===== config.mk =====
export PLATFORM = sky130hd
export DESIGN_NAME = rpn_stack_evaluator
export DESIGN_NICKNAME = d
export VERILOG_FILES = /design/src/sv/rpn_pkg.sv /design/src/sv/rpn_ram.sv /design/src/sv/rpn_front.sv /design/src/sv/rpn_div.sv /design/src/sv/rpn_exec.sv /design/src/sv/rpn_stack_evaluator.sv
export SDC_FILE = /design/constraint.sdc
export NUM_CORES = 2
export LEC_CHECK = 0
export ABC_AREA = 1
export BUFFER_PORTS_ARGS = -buffer_cell sky130_fd_sc_hd__buf_2
export CORE_ASPECT_RATIO = 1.25
export CORE_MARGIN = 4
export CORE_UTILIZATION = 35
export DETAILED_ROUTE_END_ITERATION = 12
export PLACE_DENSITY = 0.48
export REMOVE_ABC_BUFFERS = 1
export SYNTH_ARGS = -nofsm -noshare
export SYNTH_HDL_FRONTEND = slang
export SYNTH_SLANG_ARGS = --single-unit

===== constraint.sdc =====
create_clock -name clk -period 10.4 [get_ports clk]
set_clock_uncertainty 0.15 [all_clocks]
set_input_delay 0.52 -clock clk [delete_from_list [all_inputs] [get_ports clk]]
set_output_delay 0.52 -clock clk [all_outputs]
set_load 0.01 [all_outputs]

===== src/sv/rpn_pkg.sv =====
package rpn_pkg;

	localparam int DATA_W = 32;
	localparam int KIND_W = 3;
	localparam int VIDX_W = 5;
	// Variable numbers are compared against NUM_VARS at this width (NUM_VARS <= 511)
	localparam int VCMP_W = 9;

	// Input kind codes
	localparam logic [KIND_W-1:0] KIND_ASSIGN   = 3'd0;
	localparam logic [KIND_W-1:0] KIND_OPERATOR = 3'd1;
	localparam logic [KIND_W-1:0] KIND_PUSH_VAR = 3'd2;
	localparam logic [KIND_W-1:0] KIND_PUSH_VAL = 3'd3;
	localparam logic [KIND_W-1:0] KIND_PRINT    = 3'd4;

	typedef enum logic [1:0] {
		OP_ADD = 2'd0,
		OP_SUB = 2'd1,
		OP_MUL = 2'd2,
		OP_DIV = 2'd3
	} op_t;

	typedef enum logic [2:0] {
		ST_OK     = 3'd0,
		ST_UNDER  = 3'd1,
		ST_OVER   = 3'd2,
		ST_DIV0   = 3'd3,
		ST_NOTVAR = 3'd4
	} status_t;

	// Token class decided by the front end
	typedef enum logic [2:0] {
		CLS_NOP,
		CLS_ASSIGN,
		CLS_OPER,
		CLS_PUSH_REF,
		CLS_PUSH_VAL,
		CLS_PRINT
	} cls_t;

	typedef struct packed {
		cls_t              cls;
		op_t               op;
		logic [DATA_W-1:0] data;
	} tok_t;

	typedef struct packed {
		logic valid;
		tok_t tok;
	} qif_t;

	// Stack entry: tag plus value or variable number
	typedef struct packed {
		logic              is_ref;
		logic [DATA_W-1:0] data;
	} entry_t;

	localparam int ENTRY_W = $bits(entry_t);

	typedef enum logic [2:0] {
		S_IDLE,
		S_RD_TOP,
		S_RES_TOP,
		S_RES_SEC,
		S_DIV,
		S_WB
	} exec_state_t;

endpackage


===== src/sv/rpn_ram.sv =====
module rpn_ram #(
	parameter int WIDTH = 32,
	parameter int DEPTH = 16,
	localparam int AW = (DEPTH > 1) ? $clog2(DEPTH) : 1
) (
	input  logic             clk,
	input  logic             we,
	input  logic [AW-1:0]    waddr,
	input  logic [WIDTH-1:0] wdata,
	input  logic [AW-1:0]    raddr,
	output logic [WIDTH-1:0] rdata
);

	logic [WIDTH-1:0] mem_q [DEPTH];

	always_ff @(posedge clk) begin
		if (we) begin
			mem_q[waddr] <= wdata;
		end
		rdata <= mem_q[raddr];
	end

endmodule


===== src/sv/rpn_front.sv =====
module rpn_front
	import rpn_pkg::*;
(
	input  logic                     clk,
	input  logic                     arst_n,
	input  logic                     in_valid,
	output logic                     in_ready,
	input  logic [KIND_W-1:0]        kind,
	input  logic [1:0]               op_code,
	input  logic [VIDX_W-1:0]        var_index,
	input  logic signed [DATA_W-1:0] literal,
	output qif_t                     q,
	input  logic                     q_pop
);

	tok_t       fifo_q [2];
	logic       wr_ptr_q;
	logic       rd_ptr_q;
	logic [1:0] fill_q;
	tok_t       new_tok;
	logic       push;
	logic       pop;

	// Classify the incoming item
	always_comb begin
		new_tok.op   = op_t'(op_code);
		new_tok.data = literal;
		unique case (kind)
			KIND_ASSIGN:   new_tok.cls = CLS_ASSIGN;
			KIND_OPERATOR: new_tok.cls = CLS_OPER;
			KIND_PUSH_VAR: begin
				new_tok.cls  = CLS_PUSH_REF;
				new_tok.data = {{(DATA_W-VIDX_W){1'b0}}, var_index};
			end
			KIND_PUSH_VAL: new_tok.cls = CLS_PUSH_VAL;
			KIND_PRINT:    new_tok.cls = CLS_PRINT;
			default:       new_tok.cls = CLS_NOP;
		endcase
	end

	assign in_ready = (fill_q != 2'd2);
	assign push     = in_valid && in_ready;
	assign pop      = q_pop && (fill_q != 2'd0);

	assign q.valid = (fill_q != 2'd0);
	assign q.tok   = fifo_q[rd_ptr_q];

	// Two-entry token queue control
	always_ff @(posedge clk or negedge arst_n) begin
		if (!arst_n) begin
			wr_ptr_q <= 1'b0;
			rd_ptr_q <= 1'b0;
			fill_q   <= 2'd0;
		end else begin
			if (push) begin
				wr_ptr_q <= !wr_ptr_q;
			end
			if (pop) begin
				rd_ptr_q <= !rd_ptr_q;
			end
			if (push && !pop) begin
				fill_q <= fill_q + 2'd1;
			end else if (pop && !push) begin
				fill_q <= fill_q - 2'd1;
			end
		end
	end

	always_ff @(posedge clk) begin
		if (push) begin
			fifo_q[wr_ptr_q] <= new_tok;
		end
	end

endmodule


===== src/sv/rpn_div.sv =====
module rpn_div
	import rpn_pkg::*;
(
	input  logic              clk,
	input  logic              arst_n,
	input  logic              start,
	input  logic [DATA_W-1:0] dividend,
	input  logic [DATA_W-1:0] divisor,
	output logic              done,
	output logic [DATA_W-1:0] quotient
);

	localparam int STEPS = DATA_W;
	localparam int SW = $clog2(STEPS + 1);

	logic [DATA_W-1:0] rem_q;
	logic [DATA_W-1:0] quo_q;
	logic [DATA_W-1:0] dsr_q;
	logic [SW-1:0]     step_q;
	logic              neg_q;
	logic              done_q;
	logic [DATA_W:0]   rem_sh;
	logic              ge;
	logic [DATA_W-1:0] mag_a;
	logic [DATA_W-1:0] mag_b;

	// Magnitudes of the signed operands
	assign mag_a = dividend[DATA_W-1] ? (DATA_W'(0) - dividend) : dividend;
	assign mag_b = divisor[DATA_W-1]  ? (DATA_W'(0) - divisor)  : divisor;

	// One restoring step per cycle
	assign rem_sh = {rem_q, quo_q[DATA_W-1]};
	assign ge     = (rem_sh >= {1'b0, dsr_q});

	always_ff @(posedge clk or negedge arst_n) begin
		if (!arst_n) begin
			step_q <= '0;
			done_q <= 1'b0;
		end else begin
			done_q <= 1'b0;
			if (start) begin
				step_q <= SW'(STEPS);
			end else if (step_q != '0) begin
				step_q <= step_q - SW'(1);
				done_q <= (step_q == SW'(1));
			end
		end
	end

	always_ff @(posedge clk) begin
		if (start) begin
			rem_q <= '0;
			quo_q <= mag_a;
			dsr_q <= mag_b;
			neg_q <= dividend[DATA_W-1] ^ divisor[DATA_W-1];
		end else if (step_q != '0) begin
			rem_q <= ge ? DATA_W'(rem_sh - {1'b0, dsr_q}) : rem_sh[DATA_W-1:0];
			quo_q <= {quo_q[DATA_W-2:0], ge};
		end
	end

	assign done     = done_q;
	assign quotient = neg_q ? (DATA_W'(0) - quo_q) : quo_q;

endmodule


===== src/sv/rpn_exec.sv =====
module rpn_exec
	import rpn_pkg::*;
#(
	parameter int STACK_DEPTH = 16,
	parameter int NUM_VARS = 32
) (
	input  logic                     clk,
	input  logic                     arst_n,
	input  qif_t                     q,
	output logic                     q_pop,
	output logic                     out_valid,
	input  logic                     out_ready,
	output logic                     print_valid,
	output logic signed [DATA_W-1:0] print_value,
	output logic [2:0]               status
);

	localparam int AW = $clog2(STACK_DEPTH);
	localparam int CW = $clog2(STACK_DEPTH + 1);
	localparam int VW = (NUM_VARS > 1) ? $clog2(NUM_VARS) : 1;

	exec_state_t       state_q, state_d;
	logic [CW-1:0]     cnt_q, cnt_d;
	tok_t              tok_q, tok_d;
	entry_t            top_q, top_d;
	logic [DATA_W-1:0] b_q, b_d;
	logic [DATA_W-1:0] r_q, r_d;
	logic              res_valid_q, res_valid_d;
	logic              res_pvalid_q, res_pvalid_d;
	logic [DATA_W-1:0] res_pval_q, res_pval_d;
	status_t           res_status_q, res_status_d;
	logic [NUM_VARS-1:0] vvalid_q;
	logic              vok_q;

	logic [CW-1:0]      cm1, cm2;
	logic               s_we;
	logic [AW-1:0]      s_waddr, s_raddr;
	logic [ENTRY_W-1:0] s_wdata, s_rdata;
	entry_t             s_entry;
	logic               v_we;
	logic [VW-1:0]      v_waddr, v_raddr;
	logic [DATA_W-1:0]  v_wdata, v_rdata;
	logic [VIDX_W-1:0]  ridx;
	logic [VCMP_W-1:0]  ridx_ext, widx_ext;
	logic               r_in_range, w_in_range;
	logic [DATA_W-1:0]  rv;
	logic               div_start, div_done;
	logic [DATA_W-1:0]  div_q;

	assign cm1     = cnt_q - CW'(1);
	assign cm2     = cnt_q - CW'(2);
	assign s_entry = entry_t'(s_rdata);

	// Variable table address decode for read and write
	assign ridx_ext   = {{(VCMP_W-VIDX_W){1'b0}}, ridx};
	assign r_in_range = (ridx_ext < VCMP_W'(NUM_VARS));
	assign v_raddr    = ridx_ext[VW-1:0];
	assign widx_ext   = {{(VCMP_W-VIDX_W){1'b0}}, s_entry.data[VIDX_W-1:0]};
	assign w_in_range = (widx_ext < VCMP_W'(NUM_VARS));
	assign v_waddr    = widx_ext[VW-1:0];

	// Resolved value of the entry held in top_q
	assign rv = top_q.is_ref ? (vok_q ? v_rdata : '0) : top_q.data;

	rpn_ram #(.WIDTH(ENTRY_W), .DEPTH(STACK_DEPTH)) u_stack (
		.clk   (clk),
		.we    (s_we),
		.waddr (s_waddr),
		.wdata (s_wdata),
		.raddr (s_raddr),
		.rdata (s_rdata)
	);

	rpn_ram #(.WIDTH(DATA_W), .DEPTH(NUM_VARS)) u_vars (
		.clk   (clk),
		.we    (v_we),
		.waddr (v_waddr),
		.wdata (v_wdata),
		.raddr (v_raddr),
		.rdata (v_rdata)
	);

	rpn_div u_div (
		.clk      (clk),
		.arst_n   (arst_n),
		.start    (div_start),
		.dividend (rv),
		.divisor  (b_q),
		.done     (div_done),
		.quotient (div_q)
	);

	// Sequencer: next state and datapath controls
	always_comb begin
		state_d      = state_q;
		cnt_d        = cnt_q;
		tok_d        = tok_q;
		top_d        = top_q;
		b_d          = b_q;
		r_d          = r_q;
		res_valid_d  = res_valid_q && !out_ready;
		res_pvalid_d = res_pvalid_q;
		res_pval_d   = res_pval_q;
		res_status_d = res_status_q;
		q_pop        = 1'b0;
		s_we         = 1'b0;
		s_waddr      = cm2[AW-1:0];
		s_wdata      = '0;
		s_raddr      = cm1[AW-1:0];
		v_we         = 1'b0;
		v_wdata      = rv;
		ridx         = '0;
		div_start    = 1'b0;

		unique case (state_q)
			S_IDLE: begin
				if (q.valid && !res_valid_q) begin
					q_pop        = 1'b1;
					tok_d        = q.tok;
					res_pvalid_d = 1'b0;
					res_pval_d   = '0;
					res_status_d = ST_OK;
					unique case (q.tok.cls)
						CLS_PUSH_REF, CLS_PUSH_VAL: begin
							res_valid_d = 1'b1;
							if (cnt_q == CW'(STACK_DEPTH)) begin
								res_status_d = ST_OVER;
							end else begin
								s_we    = 1'b1;
								s_waddr = cnt_q[AW-1:0];
								s_wdata = {q.tok.cls == CLS_PUSH_REF, q.tok.data};
								cnt_d   = cnt_q + CW'(1);
							end
						end
						CLS_PRINT: begin
							if (cnt_q == '0) begin
								res_valid_d  = 1'b1;
								res_status_d = ST_UNDER;
							end else begin
								state_d = S_RD_TOP;
							end
						end
						CLS_OPER, CLS_ASSIGN: begin
							if (cnt_q < CW'(2)) begin
								res_valid_d  = 1'b1;
								res_status_d = ST_UNDER;
							end else begin
								state_d = S_RD_TOP;
							end
						end
						default: res_valid_d = 1'b1;
					endcase
				end
			end
			S_RD_TOP: begin
				top_d   = s_entry;
				ridx    = s_entry.data[VIDX_W-1:0];
				s_raddr = cm2[AW-1:0];
				state_d = S_RES_TOP;
			end
			S_RES_TOP: begin
				b_d = rv;
				priority case (tok_q.cls)
					CLS_PRINT: begin
						res_valid_d  = 1'b1;
						res_pvalid_d = 1'b1;
						res_pval_d   = rv;
						cnt_d        = cm1;
						state_d      = S_IDLE;
					end
					CLS_ASSIGN: begin
						res_valid_d = 1'b1;
						state_d     = S_IDLE;
						if (!s_entry.is_ref) begin
							res_status_d = ST_NOTVAR;
						end else begin
							v_we  = w_in_range;
							cnt_d = cm2;
						end
					end
					default: begin
						top_d   = s_entry;
						ridx    = s_entry.data[VIDX_W-1:0];
						state_d = S_RES_SEC;
					end
				endcase
			end
			S_RES_SEC: begin
				unique case (tok_q.op)
					OP_ADD: begin
						r_d     = rv + b_q;
						state_d = S_WB;
					end
					OP_SUB: begin
						r_d     = rv - b_q;
						state_d = S_WB;
					end
					OP_MUL: begin
						r_d     = rv * b_q;
						state_d = S_WB;
					end
					OP_DIV: begin
						if (b_q == '0) begin
							res_valid_d  = 1'b1;
							res_status_d = ST_DIV0;
							state_d      = S_IDLE;
						end else begin
							div_start = 1'b1;
							state_d   = S_DIV;
						end
					end
				endcase
			end
			S_DIV: begin
				if (div_done) begin
					r_d     = div_q;
					state_d = S_WB;
				end
			end
			S_WB: begin
				s_we        = 1'b1;
				s_wdata     = {1'b0, r_q};
				cnt_d       = cm1;
				res_valid_d = 1'b1;
				state_d     = S_IDLE;
			end
			default: state_d = S_IDLE;
		endcase
	end

	always_ff @(posedge clk or negedge arst_n) begin
		if (!arst_n) begin
			state_q <= S_IDLE;
		end else begin
			state_q <= state_d;
		end
	end

	// Control registers
	always_ff @(posedge clk or negedge arst_n) begin
		if (!arst_n) begin
			cnt_q       <= '0;
			res_valid_q <= 1'b0;
			vvalid_q    <= '0;
		end else begin
			cnt_q       <= cnt_d;
			res_valid_q <= res_valid_d;
			if (v_we) begin
				vvalid_q[v_waddr] <= 1'b1;
			end
		end
	end

	// Payload registers
	always_ff @(posedge clk) begin
		tok_q        <= tok_d;
		top_q        <= top_d;
		b_q          <= b_d;
		r_q          <= r_d;
		res_pvalid_q <= res_pvalid_d;
		res_pval_q   <= res_pval_d;
		res_status_q <= res_status_d;
		// a variable never written reads as zero
		vok_q        <= r_in_range && vvalid_q[v_raddr];
	end

	assign out_valid   = res_valid_q;
	assign print_valid = res_pvalid_q;
	assign print_value = res_pval_q;
	assign status      = res_status_q;

	a_cnt_bound: assert property (@(posedge clk) disable iff (!arst_n)
		cnt_q <= CW'(STACK_DEPTH))
		else $error("stack count above depth");

	a_print_ok: assert property (@(posedge clk) disable iff (!arst_n)
		(res_valid_q && res_pvalid_q) |-> (res_status_q == ST_OK))
		else $error("printed item carries an error status");

	a_div_done_state: assert property (@(posedge clk) disable iff (!arst_n)
		div_done |-> (state_q == S_DIV))
		else $error("divider finished outside the divide wait");

	a_pop_idle: assert property (@(posedge clk) disable iff (!arst_n)
		q_pop |-> (state_q == S_IDLE && !res_valid_q))
		else $error("token taken while busy or result pending");

	a_push_count: assert property (@(posedge clk) disable iff (!arst_n)
		(q_pop && (q.tok.cls == CLS_PUSH_VAL || q.tok.cls == CLS_PUSH_REF)
			&& cnt_q != CW'(STACK_DEPTH)) |=> (cnt_q == $past(cnt_q) + CW'(1)))
		else $error("push did not grow the stack");

endmodule


===== src/sv/rpn_stack_evaluator.sv =====
// Accept to result valid: the item is registered in the queue, then taken in S_IDLE;
// pushes, no-ops and early errors end there, print and assign in S_RES_TOP, divide
// by zero in S_RES_SEC, add/sub/mul in S_WB, and divide in S_WB after S_DIV.
// Each item runs alone until its result is taken; the divider gives one bit per cycle.
// A two-entry queue lets inputs arrive while the executor or output stalls.
// arst_n clears the stack count, variable valid bits and all handshake state.
module rpn_stack_evaluator
	import rpn_pkg::*;
#(
	parameter int STACK_DEPTH = 16,
	parameter int NUM_VARS = 32
) (
	input  logic                     clk,
	input  logic                     arst_n,
	input  logic                     in_valid,
	output logic                     in_ready,
	input  logic [KIND_W-1:0]        kind,
	input  logic [1:0]               op_code,
	input  logic [VIDX_W-1:0]        var_index,
	input  logic signed [DATA_W-1:0] literal,
	output logic                     out_valid,
	input  logic                     out_ready,
	output logic                     print_valid,
	output logic signed [DATA_W-1:0] print_value,
	output logic [2:0]               status
);

	qif_t tq;
	logic t_pop;

	rpn_front u_front (
		.clk       (clk),
		.arst_n    (arst_n),
		.in_valid  (in_valid),
		.in_ready  (in_ready),
		.kind      (kind),
		.op_code   (op_code),
		.var_index (var_index),
		.literal   (literal),
		.q         (tq),
		.q_pop     (t_pop)
	);

	rpn_exec #(.STACK_DEPTH(STACK_DEPTH), .NUM_VARS(NUM_VARS)) u_exec (
		.clk         (clk),
		.arst_n      (arst_n),
		.q           (tq),
		.q_pop       (t_pop),
		.out_valid   (out_valid),
		.out_ready   (out_ready),
		.print_valid (print_valid),
		.print_value (print_value),
		.status      (status)
	);

endmodule


# ---- Yosys cells after proc, flatten, opt, wreduce, memory -nomap -nowiden
# Memory sizes are Yosys's and may differ from the RTL's. A register that Yosys moved wholly into a read port is not among the register bits.
# Index checks and enable logic that the tools add are counted.
dict set report word_totals {
  mem_bits_rw 1626
  output_inout_bits 38
  memories 3
  register_bits 288
  elab_cells 219
}
# memory words word_bits rd rd_ports_with_merged_regs write_ports line
set memory_table {}
lappend memory_table {u_exec.u_vars.mem_q 32 32 1 1 1 rpn_ram.sv:14} ;# logic [WIDTH-1:0] mem_q [DEPTH];
lappend memory_table {u_exec.u_stack.mem_q 16 33 1 1 1 rpn_ram.sv:14}
lappend memory_table {u_front.fifo_q 2 37 1 0 1 rpn_front.sv:16} ;# tok_t fifo_q [2];
dict set report op_classes {
  n_bitwise 2
  n_reduce_logical 39
  magnitude_cmp 7
  add_sub_neg 12
  eq_ne 38
  mul 1
  muxes 93
}
# cell count
set op_table {}
lappend op_table {{$mux 32} 11}
lappend op_table {{$mux 33} 4}
lappend op_table {{$pmux 33 s2} 2}
lappend op_table {{$pmux 32 s2} 2}
lappend op_table {{$pmux 32 s3} 1}
lappend op_table {{$sub 1x32->32 const A} 3}
lappend op_table {{$sub 32x32->32} 2}
lappend op_table {{$ge 33x32->1} 1}
lappend op_table {{$add 32x32->32} 1}
lappend op_table {{$logic_not 32->1} 1}
lappend op_table {{$mul 32x32->32} 1}
lappend op_table {{$or 32x32->32} 1}
lappend op_table {{$mux 1} 31}
lappend op_table {{$mux 31} 1}
lappend op_table {{$mux 3} 10}
lappend op_table {{$pmux 3 s5} 2}
lappend op_table {{$mux 5} 5}
lappend op_table {{$lt 5x6->1 const B} 4}
lappend op_table {{$mux 4} 5}
lappend op_table {{$pmux 5 s2} 2}
lappend op_table {{$eq 3x2->1 const B} 6}
lappend op_table {{$eq 3x3->1 const B} 6}
lappend op_table {{$pmux 3 s3} 2}
lappend op_table {{$pmux 5 s3} 1}
lappend op_table {{40 further kinds} 87}

# ---- Logic depth before layout (Yosys ltp)
dict set report depth {
  ltp_word 8
  ltp_mapped 41
  mapped_depth_nobuf 38
}

# ---- By module
# Synthesis repeated with hierarchy kept, for this count alone.
dict set report hier_totals {
  cells_unflattened 10740
  hier_area_um2 104778.0
}
# mod seq_area_each_um2 cells_each instances area_per_inst_um2
set by_module_without_submodules {}
lappend by_module_without_submodules {{rpn_ram at u_exec.u_vars} 31390.1 3536 1 42405.7}
lappend by_module_without_submodules {rpn_exec 5190.0 3255 1 26447.9}
lappend by_module_without_submodules {{rpn_ram at u_exec.u_stack} 16515.8 2187 1 23267.3}
lappend by_module_without_submodules {rpn_div 2767.7 1458 1 9382.7}
lappend by_module_without_submodules {rpn_front 2322.2 304 1 3274.4}

# ---- Least setup slack after synthesis
# Ideal clock, no wire load.
dict set report synth_timing {
  path_kind {reg-to-reg}
  startpoint {reg u_exec.top_q[32] (netlist bit)}
  endpoint {reg u_exec.r_q[29], data pin}
  setup_time_ns 0.253
  t_arrival_ns 8.003
  path_stages_with_launch 36
  period_less_slack_ns 8.406
  path_slack_ns 1.994
  cell_sequence {edfxtp_1 buf_6 inv_1 buf_2 nand2_1 nand2_1 clkbuf_1 clkinv_1 nor2_1 fa_1 inv_1 fa_1 fa_1 fa_1 inv_1 fa_1 inv_1 fa_1 inv_1 fa_1 fa_1 ha_1 nand2_1 nor2_1 and3_1 nand4_1 nand3_1 nand2_1 o211ai_1 a21oi_1 o21ai_0 a21oi_1 o21ai_0 nand2_1 nand2_1 nand2_1}
}
dict set report synth_between {
  elab_chain_len 4
}
# element line
set synth_rtl {}
lappend synth_rtl {{start: declaration} rpn_exec.sv:25} ;# entry_t top_q, top_d;
lappend synth_rtl {{start signal: assignment} rpn_exec.sv:257} ;# top_q <= top_d;
lappend synth_rtl {{$mux 32 *} rpn_exec.sv:63} ;# assign rv = top_q.is_ref ? (vok_q ? v_rdata : '0) : top_q.data;
lappend synth_rtl {{net u_exec.rv[15]} rpn_exec.sv:46} ;# logic [DATA_W-1:0] rv;
lappend synth_rtl {{$mul 32x32->32 (tied with other cells)} rpn_exec.sv:199} ;# r_d = rv * b_q;
lappend synth_rtl {{$pmux 32 s3 *} rpn_exec.sv:189} ;# unique case (tok_q.op)
lappend synth_rtl {{$pmux 32 s2 *} rpn_exec.sv:115} ;# unique case (state_q)
lappend synth_rtl {{net u_exec.r_d[29]} rpn_exec.sv:27} ;# logic [DATA_W-1:0] r_q, r_d;
lappend synth_rtl {{end signal: assignment} rpn_exec.sv:259} ;# r_q <= r_d;
lappend synth_rtl {{end: declaration} rpn_exec.sv:27}
# Mark *: on every way through the listed nets, which the timed path passes. The rest lies on a longest branch.
# A chain may end at the register's enable or synchronous reset.

# ---- Worst setup path after layout
dict set report layout_timing {
  startpoint {reg u_exec.top_q[32] (netlist bit)}
  endpoint {reg u_exec.r_q[31], data pin}
}
dict set report layout_between {
  elab_chain_len 4
}
# element line
set layout_rtl {}
lappend layout_rtl {{$mux 32 *} rpn_exec.sv:63}
lappend layout_rtl {{$mul 32x32->32 (tied with other cells)} rpn_exec.sv:199}
lappend layout_rtl {{$pmux 32 s3 *} rpn_exec.sv:189}
lappend layout_rtl {{$pmux 32 s2 *} rpn_exec.sv:115}
lappend layout_rtl {{net u_exec.r_d[31]} rpn_exec.sv:27}
# Marks and branches as above.

==> reports/metrics.cfg <==
[run_status]
run_status=finished, final reports clean

[timing]
min_period_ns=9.35
final-max-slew-violation-count=0
min_period_over_period=0.899
timing_hold_violations_final=0
rsz0062_at_grt=false
timing_worst_slew_pin_value_ns=1.36
max_freq_ghz=0.107
worst_slew_margin_rel=0.0867
report.final.setup_viol=0

[detailed_routing]
via_count=69000
route.detailed.vias_per_inst=5.33
drc=0
detail_route.first_pass.iterations=6
drt_wl_total_mm=335
antenna_violating_nets_post_route=0
detailedRoute.firstIterationViolations=6307
routedWlPerCell_um=25.8

[finish]
final_nets=9714
post-route-cell-area_mm2=0.111
n_fill_cell=26900
synthToLayoutAreaGrowth_pct=12.5
final_layout_size_suffix_gt1_frac=0.0823
finalCoreUtilization=0.397

[global_route]
grt_first_pass_wirelength_mm=485
first_global_vias=69300
groute.usage.overall=0.225
overall_overflow_remaining_after_global_route=0
largest_net_degree_at_the_start_of_global_routing=179
grt_antenna_before_repair=18

[clock_network]
htree_levels=4
postCtsSetupRepairBufs=0
worstSkewPairLatency_ns=0.87
clkSlewWorstSetupHoldPaths_ns=0.06
maximum_count_of_clock_buffers_along_a_single_path=4
cts_tree=done
root_buffer=sky130_fd_sc_hd__clkbuf_16
cts_buffers=208
clock_sinks=1979

[job]
drv_cap=0

[critical_path]
worst-endpoint-arrival_ns=9.82
data_required_time_of_the_worst_path_ns=10.87
r2r_cells=33
reg_to_reg_endpoint=u_exec.r_q[31]
most_frequent_cell_on_critical_path=sky130_fd_sc_hd__fa_1
crit_end=u_exec.r_q[31]
critPathLaunchType=register
crit_start=u_exec.top_q[32]
cp_slowest_cell=sky130_fd_sc_hd__inv_1
timing.critical_path.slowest_cell_delay_ns=0.68
highest_fanout_seen_on_the_critical_path=21
crit_type=register to register
launch_point_of_the_worst_reg_to_reg_path=u_exec.top_q[32]
r2r_slack_ns=1.05
worst_setup_path_end_kind=register

[place]
globalplace.congestion=0.941
placed_area_mm2=0.104
portBuffers=83
place_hpwl_mm=212

[logic_synthesis]
postSynthAreaPerCell_um2=11.0
yosysSeqAreaShare=0.588
synth_area_leader_cell=sky130_fd_sc_hd__edfxtp_1
yosys_top_cell_area_share=0.555
synth.area.top_cells=sky130_fd_sc_hd__edfxtp_1 56%, sky130_fd_sc_hd__fa_1 8.3%, sky130_fd_sc_hd__nor2_1 7.3%
synth.cell_area_mm2=0.0989
async_reset_ff_frac=0.0263
postSynthCellCount=8993
yosys_most_used_dff=sky130_fd_sc_hd__edfxtp_1
yosysWarnings=0
synth_cell_type_count=62
synth_edf_count=1829
yosys_register_bits=1979

[min_path]
worst_hold_path_type=input pin to asynchronous set/reset pin

[floorplan]
floorplan.core_area_mm2=0.280
placement_rows=217
fp.dieH_um=602
ios=84
floorplan.die.width_um=483
die-area_mm2=0.291
initial_core_util=0.353

==> worst max-delay path, delay by kind of cell, from the launching register on <==
kind	cells	cell delay, ns
adders and majority gates	9	3.81
buffers and inverters	7	1.89
AOI/OAI and AO/OA	3	0.84
DFF	1	0.66
and+or+nand+nor	14	1.70
==> cells in the mapped netlist, drive strengths merged, types with 32 or more instances <==
cell type,count
o21ai,881
nand3,174
mux2i,32
o211ai,158
dfxtp,98
o221ai,68
dfrtp,52
clkbuf,358
o22ai,89
nand2,930
o32ai,65
edfxtp,1829
o31ai,72
nor3,47
xor2,92
a31oi,54
nand4,32
nor2,1935
ha,198
a21oi,182
or2,41
fa,410
xnor2,38
o311ai,128
buf,148
inv,774
==> repair_timing <==
action                                  4_1_cts  5_1_grt
hold endpoints to repair                    128        0
endpoints found under the setup margin        0        0
hold buffers                                 48        0
resized for setup                             0        0
==> layer usage <==
layer  routed length [um]  global-route usage  part of all wire
met5                    0                   0                 0
met2               163000               0.384              0.49
met3                17800              0.0271             0.053
met1               137000               0.287              0.41
met4                17000              0.0988             0.051
==> logic make-up after synthesis <==
logic type / count (synthesis) / synth area share
and+or+nand+nor: 3185 / 0.127
DFF: 1979 / 0.588
AOI/OAI and AO/OA: 1761 / 0.109
buffers and inverters: 1298 / 0.0525
adders and majority gates: 608 / 0.108
xor gates and xnor gates: 130 / 0.0115
muxes: 32 / 0.00324
==> registers in the layout, indices dropped and copies added, names as in the netlist, 2 cells and up <==
register and flops:
u_exec.top_q 33, u_front.fifo_q 74, u_exec.cnt_q 5, u_exec.b_q 32, u_exec.u_div.rem_q 32, u_exec.status 3, u_front.fill_q 2, u_exec.state_q 3
u_exec.tok_q 5, u_exec.u_vars.rdata 32, u_exec.vvalid_q 32, u_exec.u_stack.rdata 33, u_exec.u_div.step_q 6, u_exec.u_vars.mem_q 1024, u_exec.u_div.quo_q 32, u_exec.print_value 32
u_exec.u_stack.mem_q 528, u_exec.r_q 32, u_exec.u_div.dsr_q 32
==> layout by cell type, fill, tap and decap left out, types with 32 or more instances in the layout <==
master	count
sky130_fd_sc_hd__dfrtp_1	51
sky130_fd_sc_hd__o32ai_1	65
sky130_fd_sc_hd__nand4_1	32
sky130_fd_sc_hd__o311ai_1	84
sky130_fd_sc_hd__inv_1	757
sky130_fd_sc_hd__o221ai_1	68
sky130_fd_sc_hd__clkbuf_16	213
sky130_fd_sc_hd__a31oi_1	54
sky130_fd_sc_hd__o21ai_0	769
sky130_fd_sc_hd__buf_4	225
sky130_fd_sc_hd__clkinv_2	32
sky130_fd_sc_hd__buf_2	82
sky130_fd_sc_hd__nor2_4	56
sky130_fd_sc_hd__clkinv_1	48
sky130_fd_sc_hd__mux2i_1	32
sky130_fd_sc_hd__o21ai_1	102
sky130_fd_sc_hd__o311ai_0	44
sky130_fd_sc_hd__nor3_1	39
sky130_fd_sc_hd__o31ai_1	72
sky130_fd_sc_hd__fa_1	410
sky130_fd_sc_hd__xor2_1	92
sky130_fd_sc_hd__a21oi_1	178
sky130_fd_sc_hd__xnor2_1	38
sky130_fd_sc_hd__or2_2	37
sky130_fd_sc_hd__nor2_1	1876
sky130_fd_sc_hd__nand2_1	914
sky130_fd_sc_hd__clkbuf_1	61
sky130_fd_sc_hd__dlygate4sd3_1	47
sky130_fd_sc_hd__nand3_1	174
sky130_fd_sc_hd__edfxtp_1	1829
sky130_fd_sc_hd__ha_1	198
sky130_fd_sc_hd__o211ai_1	158
sky130_fd_sc_hd__dfxtp_1	98
sky130_fd_sc_hd__o22ai_1	86
==> worst min-delay path by stage <==
| stage | to |
|---|---|
| detailed placement | u_exec.top_q[15] |
| finish | u_exec.vvalid_q[6] |
| global placement | u_exec.top_q[24] |
| floorplan | u_exec.cnt_q[0] |
| global route | u_exec.vvalid_q[15] |
| CTS | u_exec.vvalid_q[15] |
==> metrics by stage <==
stage | TNS (ns) | hold slack, ns | setup slack, ns | instances
6_report | 0 | 0.0549 | 1.05 | 13000
5_1_grt | 0 | 0.0282 | 0.575 | 13000
4_1_cts | 0 | 0.00763 | 1.15 | 12900
3_5_place_dp | 0 | 0.239 | 1.21 | 12500
3_3_place_gp | 0 | 0.239 | 1.14 | 12500
2_1_floorplan | -229.96 | 0.0744 | -6.53 | 8487
==> final cells by class <==
type	count	area, um2	share of cell area
diodes	13	32.5	0.000292
flip-flops and latches	1979	58200	0.523
repair buffers	363	2750	0.0247
clock inverters	88	822	0.00739
clock buffers	284	5700	0.0512
inverters	792	3000	0.0270
well taps	3723	4660	0.0419
multi-input cells	5716	36100	0.325
Power is left out: the tool's default activity adds up to more than one toggle a clock period on the data nets, which glitch-free logic cannot reach.
